`config.mk`:
```
export PLATFORM = sky130hd
export DESIGN_NAME = moving_average_reversion_trigger
export DESIGN_NICKNAME = d
export VERILOG_FILES = /design/src/mart_pkg.sv /design/src/mart_cell.sv /design/src/moving_average_reversion_trigger.sv
export SDC_FILE = /design/constraint.sdc
export NUM_CORES = 2
export LEC_CHECK = 0
export ABC_AREA = 1
export BUFFER_PORTS_ARGS = -buffer_cell sky130_fd_sc_hd__buf_2
export CORE_UTILIZATION = 32
export CTS_BUF_LIST = sky130_fd_sc_hd__clkbuf_4
export DETAILED_ROUTE_END_ITERATION = 8
export GPL_ROUTABILITY_DRIVEN = 0
export GPL_TIMING_DRIVEN = 0
export PLACE_DENSITY = 0.47
export SETUP_SLACK_MARGIN = 0.15
export SYNTH_ARGS = -nofsm -noshare
export SYNTH_HDL_FRONTEND = slang
export SYNTH_SLANG_ARGS = --single-unit
```
`constraint.sdc`:
```
create_clock -name aclk -period 52.7 [get_ports aclk]
set_input_delay 2.635 -clock aclk [delete_from_list [all_inputs] [get_ports aclk]]
set_output_delay 2.635 -clock aclk [all_outputs]
set_load 0.03 [all_outputs]
```
`src/mart_pkg.sv`:
```
// Shared types and constants for the moving average reversion trigger.
`default_nettype none
package mart_pkg;

    localparam int WINLEN_W = 7;
    localparam int QTY_W = 16;
    localparam int ORDER_ID_W = 32;
    localparam int TIME_W = 64;
    localparam int CFG_DATA_W = 32;
    localparam int CFG_INDEX_W = 2;

    localparam logic [CFG_INDEX_W-1:0] REG_WINDOW_LENGTH = 2'd0;
    localparam logic [CFG_INDEX_W-1:0] REG_ORDER_QUANTITY = 2'd1;
    localparam logic [CFG_INDEX_W-1:0] REG_FIRST_ORDER_ID = 2'd2;

    localparam logic [WINLEN_W-1:0] WINLEN_RESET = 7'd20;
    localparam logic [QTY_W-1:0] QTY_RESET = 16'd1;
    localparam logic [ORDER_ID_W-1:0] ORDER_ID_RESET = 32'd0;

    localparam int DEFAULT_PRICE = 10000;
    localparam int BAND_SHIFT = 2;

    localparam logic SIDE_BUY = 1'b0;
    localparam logic SIDE_SELL = 1'b1;

    typedef struct packed {
        logic shift;
        logic load;
    } cell_ctrl_t;

endpackage
`default_nettype wire

```
`src/mart_cell.sv`:
```
// One stage of the price delay line that holds the window.
`default_nettype none
module mart_cell #(
    parameter int PRICE_BITS = 24
) (
    input  wire                         aclk,
    input  wire mart_pkg::cell_ctrl_t   ctrl,
    input  wire [PRICE_BITS-1:0]        new_price,
    input  wire [PRICE_BITS-1:0]        prev_price,
    output logic [PRICE_BITS-1:0]       price_q
);
    import mart_pkg::*;

    logic [PRICE_BITS-1:0] price_reg;
    logic [PRICE_BITS-1:0] price_next;

    always_comb begin
        price_next = price_reg;
        if (ctrl.shift) begin
            price_next = ctrl.load ? new_price : prev_price;
        end
    end

    always_ff @(posedge aclk) begin
        price_reg <= price_next;
    end

    assign price_q = price_reg;

endmodule
`default_nettype wire

```
`src/moving_average_reversion_trigger.sv`:
```
// Top level of the moving average reversion trigger.
`default_nettype none
// Takes one market data word per clock and, once the window holds
// window_length prices, emits a buy one tick above the price when it sits more
// than 0.05 below the mean, or a sell one tick below when it sits more than
// 0.05 above it. Prices pass through a delay line of WINDOW_MAX cells; a new
// price enters the cell WINDOW_MAX - window_length, so the last cell always
// yields the price that leaves the running sum. A word's order passes the p1
// stage, which updates the sum and forms price times window, then the output
// register, which holds the band compare result. While an order waits for
// m_ready, one more word is taken and the input then stalls until the order
// is accepted. Writing window_length empties the window; the first
// window_length - 1 words after it emit nothing.
module moving_average_reversion_trigger #(
    parameter int WINDOW_MAX = 64,
    parameter int PRICE_BITS = 24
) (
    input  wire                                   aclk,
    input  wire                                   aresetn,
    input  wire                                   cfg_we,
    input  wire [mart_pkg::CFG_INDEX_W-1:0]       cfg_index,
    input  wire [mart_pkg::CFG_DATA_W-1:0]        cfg_data,
    input  wire                                   s_valid,
    output logic                                  s_ready,
    input  wire                                   s_sell_present,
    input  wire [PRICE_BITS-1:0]                  s_sell_price,
    input  wire                                   s_buy_present,
    input  wire [PRICE_BITS-1:0]                  s_buy_price,
    input  wire [mart_pkg::TIME_W-1:0]            s_tick_time,
    output logic                                  m_valid,
    input  wire                                   m_ready,
    output logic [mart_pkg::ORDER_ID_W-1:0]       m_order_number,
    output logic                                  m_side,
    output logic [PRICE_BITS-1:0]                 m_limit_price,
    output logic [mart_pkg::QTY_W-1:0]            m_quantity,
    output logic [mart_pkg::TIME_W-1:0]           m_order_time
);
    import mart_pkg::*;

    localparam int WB = $clog2(WINDOW_MAX + 1);
    localparam int CB = (WB > WINLEN_W) ? WB : WINLEN_W;
    localparam int SUM_BITS = PRICE_BITS + WB;
    localparam int CMP_BITS = SUM_BITS + 1;

    logic [WINLEN_W-1:0]   winlen_reg;
    logic [QTY_W-1:0]      qty_reg;
    logic [ORDER_ID_W-1:0] cnt_reg;
    logic [ORDER_ID_W-1:0] cnt_next;

    logic [WB-1:0]         filled_reg;
    logic [WB-1:0]         filled_next;
    logic [SUM_BITS-1:0]   sum_reg;
    logic [SUM_BITS-1:0]   sum_next;

    logic                  p1_valid_reg;
    logic                  p1_valid_next;
    logic                  p1_eval_reg;
    logic [PRICE_BITS-1:0] p1_price_reg;
    logic [SUM_BITS-1:0]   p1_sum_reg;
    logic [SUM_BITS-1:0]   p1_scaled_reg;
    logic [WB-1:0]         p1_w_reg;
    logic [TIME_W-1:0]     p1_time_reg;

    logic                  m_valid_reg;
    logic                  m_valid_next;
    logic [ORDER_ID_W-1:0] m_order_reg;
    logic                  m_side_reg;
    logic [PRICE_BITS-1:0] m_limit_reg;
    logic [QTY_W-1:0]      m_qty_reg;
    logic [TIME_W-1:0]     m_time_reg;

    logic [CB-1:0]         wl_ext;
    logic [CB-1:0]         w_clamp;
    logic [WB-1:0]         w_eff;
    logic [PRICE_BITS-1:0] price;
    logic                  accept;
    logic                  adv;
    logic                  full;
    logic [PRICE_BITS-1:0] old_price;
    logic [CMP_BITS-1:0]   band;
    logic [CMP_BITS-1:0]   scaled_ext;
    logic [CMP_BITS-1:0]   sum_ext;
    logic                  buy_hit;
    logic                  sell_hit;
    logic                  emit;
    logic [PRICE_BITS-1:0] buy_limit;
    logic [PRICE_BITS-1:0] sell_limit;
    logic                  cfg_win_wr;
    logic                  cfg_id_wr;

    logic [PRICE_BITS-1:0] cell_q [WINDOW_MAX];
    cell_ctrl_t            cell_ctrl [WINDOW_MAX];

    assign cfg_win_wr = cfg_we && (cfg_index == REG_WINDOW_LENGTH);
    assign cfg_id_wr = cfg_we && (cfg_index == REG_FIRST_ORDER_ID);

    always_comb begin
        wl_ext = CB'(winlen_reg);
        if (wl_ext == '0) begin
            w_clamp = CB'(1);
        end else if (wl_ext > CB'(WINDOW_MAX)) begin
            w_clamp = CB'(WINDOW_MAX);
        end else begin
            w_clamp = wl_ext;
        end
        w_eff = WB'(w_clamp);
    end

    always_comb begin
        if (s_sell_present) begin
            price = s_sell_price;
        end else if (s_buy_present) begin
            price = s_buy_price;
        end else begin
            price = PRICE_BITS'(DEFAULT_PRICE);
        end
    end

    assign adv = !m_valid_reg || m_ready;
    assign s_ready = !p1_valid_reg || adv;
    assign accept = s_valid && s_ready;

    genvar gi;
    generate
        for (gi = 0; gi < WINDOW_MAX; gi++) begin : g_cell
            assign cell_ctrl[gi].shift = accept;
            assign cell_ctrl[gi].load = (w_eff == WB'(WINDOW_MAX - gi));
            if (gi == 0) begin : g_head
                mart_cell #(.PRICE_BITS(PRICE_BITS)) u_cell (
                    .aclk      (aclk),
                    .ctrl      (cell_ctrl[gi]),
                    .new_price (price),
                    .prev_price(price),
                    .price_q   (cell_q[gi])
                );
            end else begin : g_body
                mart_cell #(.PRICE_BITS(PRICE_BITS)) u_cell (
                    .aclk      (aclk),
                    .ctrl      (cell_ctrl[gi]),
                    .new_price (price),
                    .prev_price(cell_q[gi-1]),
                    .price_q   (cell_q[gi])
                );
            end
        end
    endgenerate

    assign full = (filled_reg >= w_eff);
    assign old_price = full ? cell_q[WINDOW_MAX-1] : '0;

    always_comb begin
        filled_next = filled_reg;
        sum_next = sum_reg;
        if (cfg_win_wr) begin
            filled_next = '0;
            sum_next = '0;
        end else if (accept) begin
            sum_next = sum_reg + SUM_BITS'(price) - SUM_BITS'(old_price);
            if (!full) begin
                filled_next = filled_reg + WB'(1);
            end
        end
    end

    always_comb begin
        p1_valid_next = p1_valid_reg;
        if (accept) begin
            p1_valid_next = 1'b1;
        end else if (adv) begin
            p1_valid_next = 1'b0;
        end
    end

    assign band = (CMP_BITS'(p1_w_reg) << BAND_SHIFT) + CMP_BITS'(p1_w_reg);
    assign scaled_ext = CMP_BITS'(p1_scaled_reg);
    assign sum_ext = CMP_BITS'(p1_sum_reg);
    assign buy_hit = (scaled_ext + band) < sum_ext;
    assign sell_hit = scaled_ext > (sum_ext + band);
    assign emit = p1_valid_reg && p1_eval_reg && (buy_hit || sell_hit);
    assign buy_limit = (p1_price_reg == '1) ? p1_price_reg : p1_price_reg + PRICE_BITS'(1);
    assign sell_limit = (p1_price_reg == '0) ? p1_price_reg : p1_price_reg - PRICE_BITS'(1);

    always_comb begin
        m_valid_next = m_valid_reg;
        if (adv) begin
            m_valid_next = emit;
        end
    end

    always_comb begin
        cnt_next = cnt_reg;
        if (cfg_id_wr) begin
            cnt_next = cfg_data[ORDER_ID_W-1:0];
        end else if (adv && emit) begin
            cnt_next = cnt_reg + ORDER_ID_W'(1);
        end
    end

    always_ff @(posedge aclk) begin
        if (!aresetn) begin
            winlen_reg <= WINLEN_RESET;
            qty_reg <= QTY_RESET;
            cnt_reg <= ORDER_ID_RESET;
            filled_reg <= '0;
            sum_reg <= '0;
            p1_valid_reg <= 1'b0;
            m_valid_reg <= 1'b0;
        end else begin
            if (cfg_win_wr) begin
                winlen_reg <= cfg_data[WINLEN_W-1:0];
            end
            if (cfg_we && (cfg_index == REG_ORDER_QUANTITY)) begin
                qty_reg <= cfg_data[QTY_W-1:0];
            end
            cnt_reg <= cnt_next;
            filled_reg <= filled_next;
            sum_reg <= sum_next;
            p1_valid_reg <= p1_valid_next;
            m_valid_reg <= m_valid_next;
        end
    end

    always_ff @(posedge aclk) begin
        if (accept) begin
            p1_eval_reg <= (filled_next >= w_eff);
            p1_price_reg <= price;
            p1_sum_reg <= sum_next;
            p1_scaled_reg <= SUM_BITS'(price) * SUM_BITS'(w_eff);
            p1_w_reg <= w_eff;
            p1_time_reg <= s_tick_time;
        end
        if (adv && emit) begin
            m_order_reg <= cnt_reg;
            m_side_reg <= buy_hit ? SIDE_BUY : SIDE_SELL;
            m_limit_reg <= buy_hit ? buy_limit : sell_limit;
            m_qty_reg <= qty_reg;
            m_time_reg <= p1_time_reg;
        end
    end

    assign m_valid = m_valid_reg;
    assign m_order_number = m_order_reg;
    assign m_side = m_side_reg;
    assign m_limit_price = m_limit_reg;
    assign m_quantity = m_qty_reg;
    assign m_order_time = m_time_reg;

    a_filled_bound: assert property (@(posedge aclk) disable iff (!aresetn)
        (filled_reg <= w_eff) || (winlen_reg != $past(winlen_reg)))
        else $error("Window fill count exceeds the window length.");

    a_count_step: assert property (@(posedge aclk) disable iff (!aresetn)
        (adv && emit && !cfg_we) |=> (cnt_reg == $past(cnt_reg) + ORDER_ID_W'(1)))
        else $error("Order number did not advance on an emitted order.");

    a_emit_needs_full: assert property (@(posedge aclk) disable iff (!aresetn)
        (accept && !cfg_we && (filled_next < w_eff)) |=> !p1_eval_reg)
        else $error("Word evaluated before the window was full.");

endmodule
`default_nettype wire
```
==> run summary <==
=================================================================================
Kind of path behind the tightest hold check ........................      reg2reg
Clock tree from TritonCTS ..........................................        built
Fin Setup TNS ......................................................         0 ps
Slowest cell on the critical path ..................................        inv_1
Global route overflow ..............................................            0
Final setup viols ..................................................            0
Clock-pin slew on the worst setup and hold paths ...................        60 ps
I/O pin count ......................................................          292
Post-Syn Area per Cell .............................................     10.7 µm²
Slew at the pin closest to its max-slew limit ......................      1460 ps
Final Hold Viols ...................................................            0
Buf/Inv on CP ......................................................           11
Largest net degree at the start of global routing ..................          120
Height of the die ..................................................       528 µm
Count of flip-flops with a built-in enable after synthesis .........        1,807
Capturing element type of the critical path ........................         flop
Share of the clock period used by the worst path ...................        0.167
Max-Slew Margin vs Limit ...........................................       0.0269
Arrival @ worst endpoint ...........................................    10,090 ps
Routed length per instance .........................................      19.3 µm
Total of buffers placed on input and output ports ..................          291
Net count, final ...................................................        9,615
Initial core utilization ...........................................        0.322
Biggest cell delay along the critical path .........................       950 ps
Number of global-route vias before repair ..........................        65.5k
ANT nets after route ...............................................            0
Number of cells in the design after placement ......................        12.3k
Number of antenna violations at the first check in global routing ..           16
Non-filler cells in the finished layout ............................        13.2k
Syn_nets ...........................................................        8,759
Count of vias placed by the detailed router ........................        63.9k
Critical path data required time ...................................    53,980 ps
Sequential share of the synthesized area ...........................        0.635
Router iterations before antenna repair ............................            6
DR iter-0 viols ....................................................        5,127
Shortest clock period the worst path allows after layout ...........      8800 ps
Internal reg-to-reg setup slack ....................................    45,940 ps
All-Layer GR Usage .................................................        0.182
Number of unique standard cell types used by synthesis .............           53
Clock insertion delay at the later pin of the skew report ..........      1520 ps
Post-Synthesis Cell Area ...........................................   88,400 µm²
Final max-slew violation count .....................................            0
Power Dens Cells ...................................................  38.5 nW/µm²
Prevailing post-synth register cell ................................     edfxtp_1
Clock tree sinks ...................................................        1,902
Cell repeated most along the worst path ............................        inv_1
Leak Pwr ...........................................................      41.8 nW
Outcome ............................................................ finished clean
CP Launch Type ..................................................... primary input
Width of the die ...................................................       528 µm
Layout Area Growth over Synthesis ..................................        15.5%
Fraction of synthesis flops using an asynchronous set or reset pin .            0
DR vias/cell .......................................................         4.84
Std-Cell Rows ......................................................          192
FF+latch count, synth ..............................................        1,902
Post-layout worst setup margin .....................................    43,900 ps
Class of the most critical setup path ..............................       in2reg
Max_cap viols ......................................................            0
CTS Root Buffer Type ...............................................     clkbuf_4
CTS resizes ........................................................            0
Fmax ...............................................................    0.114 GHz
Critical Path Source ............................................... s_sell_present
Launching point of the worst reg2reg path ..........................  p1_w_reg[1]
Max FO, Critical Path ..............................................           10
Post-DP HPWL .......................................................   182,000 µm
Largest voltage drop on the vdd net ................................    0.0201 mV
Detailed-route DRC error count .....................................            0
Post-Place Setup Slack .............................................    42,360 ps
Kind of cell adding the most delay to the critical path ............ buffers and inverters
Maximum clock path buffer count ....................................            4
Unrepaired setup endpoints after global routing ....................           no
H-tree level count .................................................            6
TritonCTS buffer count .............................................          540
Hold-fix buffer count after cts ....................................            0
Worst setup skew after layout ......................................       177 ps
Total detailed-routing wirelength ..................................   255,000 µm
First-pass GRT wire length .........................................   392,000 µm
Area of the core ...................................................  274,000 µm²
Hold wc startpoint ................................................. p1_time_reg[60]
Die area ...........................................................  278,000 µm²
Largest register FFs ...............................................        1,512
Total setup buffers inserted after CTS .............................            0
Layout cells sized above 1 .........................................        0.152
Mapped Cells .......................................................        8,284
Count of synthesis-stage warnings from yosys .......................            0
=================================================================================
-- synthesized netlist by cell type (13+ instances only) --
library cell | count | area share
a21o_1 | 13 | 0.0011
a21oi_1 | 163 | 0.0092
buf_1 | 21 | 0.00089
buf_2 | 175 | 0.0099
buf_4 | 19 | 0.0016
buf_6 | 18 | 0.0023
clkbuf_1 | 324 | 0.014
dfxtp_1 | 95 | 0.022
edfxtp_1 | 1807 | 0.61
fa_1 | 136 | 0.031
ha_1 | 186 | 0.026
inv_1 | 504 | 0.021
nand2_1 | 2197 | 0.093
nand2_2 | 17 | 0.0012
nand3_1 | 174 | 0.0099
nand4_1 | 46 | 0.0033
nor2_1 | 394 | 0.017
nor2_2 | 15 | 0.0011
nor3_1 | 56 | 0.0032
nor4_1 | 21 | 0.0015
o21ai_0 | 780 | 0.044
o21ai_1 | 866 | 0.049
xnor2_1 | 35 | 0.0035
xor2_1 | 103 | 0.010
-- layout by cell type, fill, tap and decap left out, types with 186 or more instances in the layout --
cell,Yosys,layout
ha_1,186,186
nand2_1,2197,2197
clkbuf_4,0,779
nor2_1,394,393
edfxtp_1,1807,1807
clkbuf_1,324,322
o21ai_1,866,866
o21ai_0,780,780
inv_1,504,503
buf_2,175,466
-- power breakdown --
group	switching [mW]	internal (mW)	total [mW]	leakage (nW)
sequential	0.0525	1.80	1.85	18.4
combinational	0.452	0.220	0.671	19.3
clock	0.655	0.757	1.41	4.09
total	1.16	2.77	3.93	41.8
-- cell type report --
type / instances / area, µm²
tap: 3686 / 4610
antenna: 11 / 27.5
clock buffer: 779 / 5850
buffer: 558 / 2540
fill: 27615 / 172000
clock inverter: 143 / 1080
inverter: 516 / 1950
multi-input combinational: 5308 / 27800
sequential: 1902 / 56200
timing repair buffer: 314 / 2050
-- cell families after synthesis --
| family | Yosys count | synth area share |
|---|---|---|
| AND/OR/NAND/NOR | 2966 | 0.134 |
| flip-flops | 1902 | 0.635 |
| AO/OA/AOI/OAI | 1882 | 0.109 |
| buffers and inverters | 1074 | 0.0506 |
| adder cells (fa/ha/maj) | 322 | 0.0571 |
| XOR/XNOR | 138 | 0.0137 |
-- stage by stage --
| step | cell area, µm² | hold slack (ps) | total power, mW | util |
|---|---|---|---|---|
| 3_5_place_dp | 95100 | 405 | 2.55 | 0.347 |
| 4_1_cts | 102000 | 364 | 3.99 | 0.372 |
| 2_1_floorplan | 88400 | 400 | 2.39 | - |
| 6_report | 102000 | 382 | 3.93 | 0.372 |
| 3_3_place_gp | 94400 | 400 | 2.64 | 0.345 |
| 5_1_grt | 102000 | 401 | 4.16 | 0.372 |
-- worst paths after layout --
check                 endpoint  depth (start not counted)
max          p1_scaled_reg[22]                         27
min           m_order_time[60]                          0
min reg2reg   m_order_time[60]                          0
max reg2reg   m_order_time[33]                         39
-- layer usage --
metal,vias to the layer above,global-route usage,part of all wire
met5,-,0,0.00022
met4,8,0.0695,0.035
met3,449,0.0350,0.058
met2,1789,0.284,0.45
met1,31100,0.248,0.46
li1,30594,-,-
(Power assumes the default switching activity.)
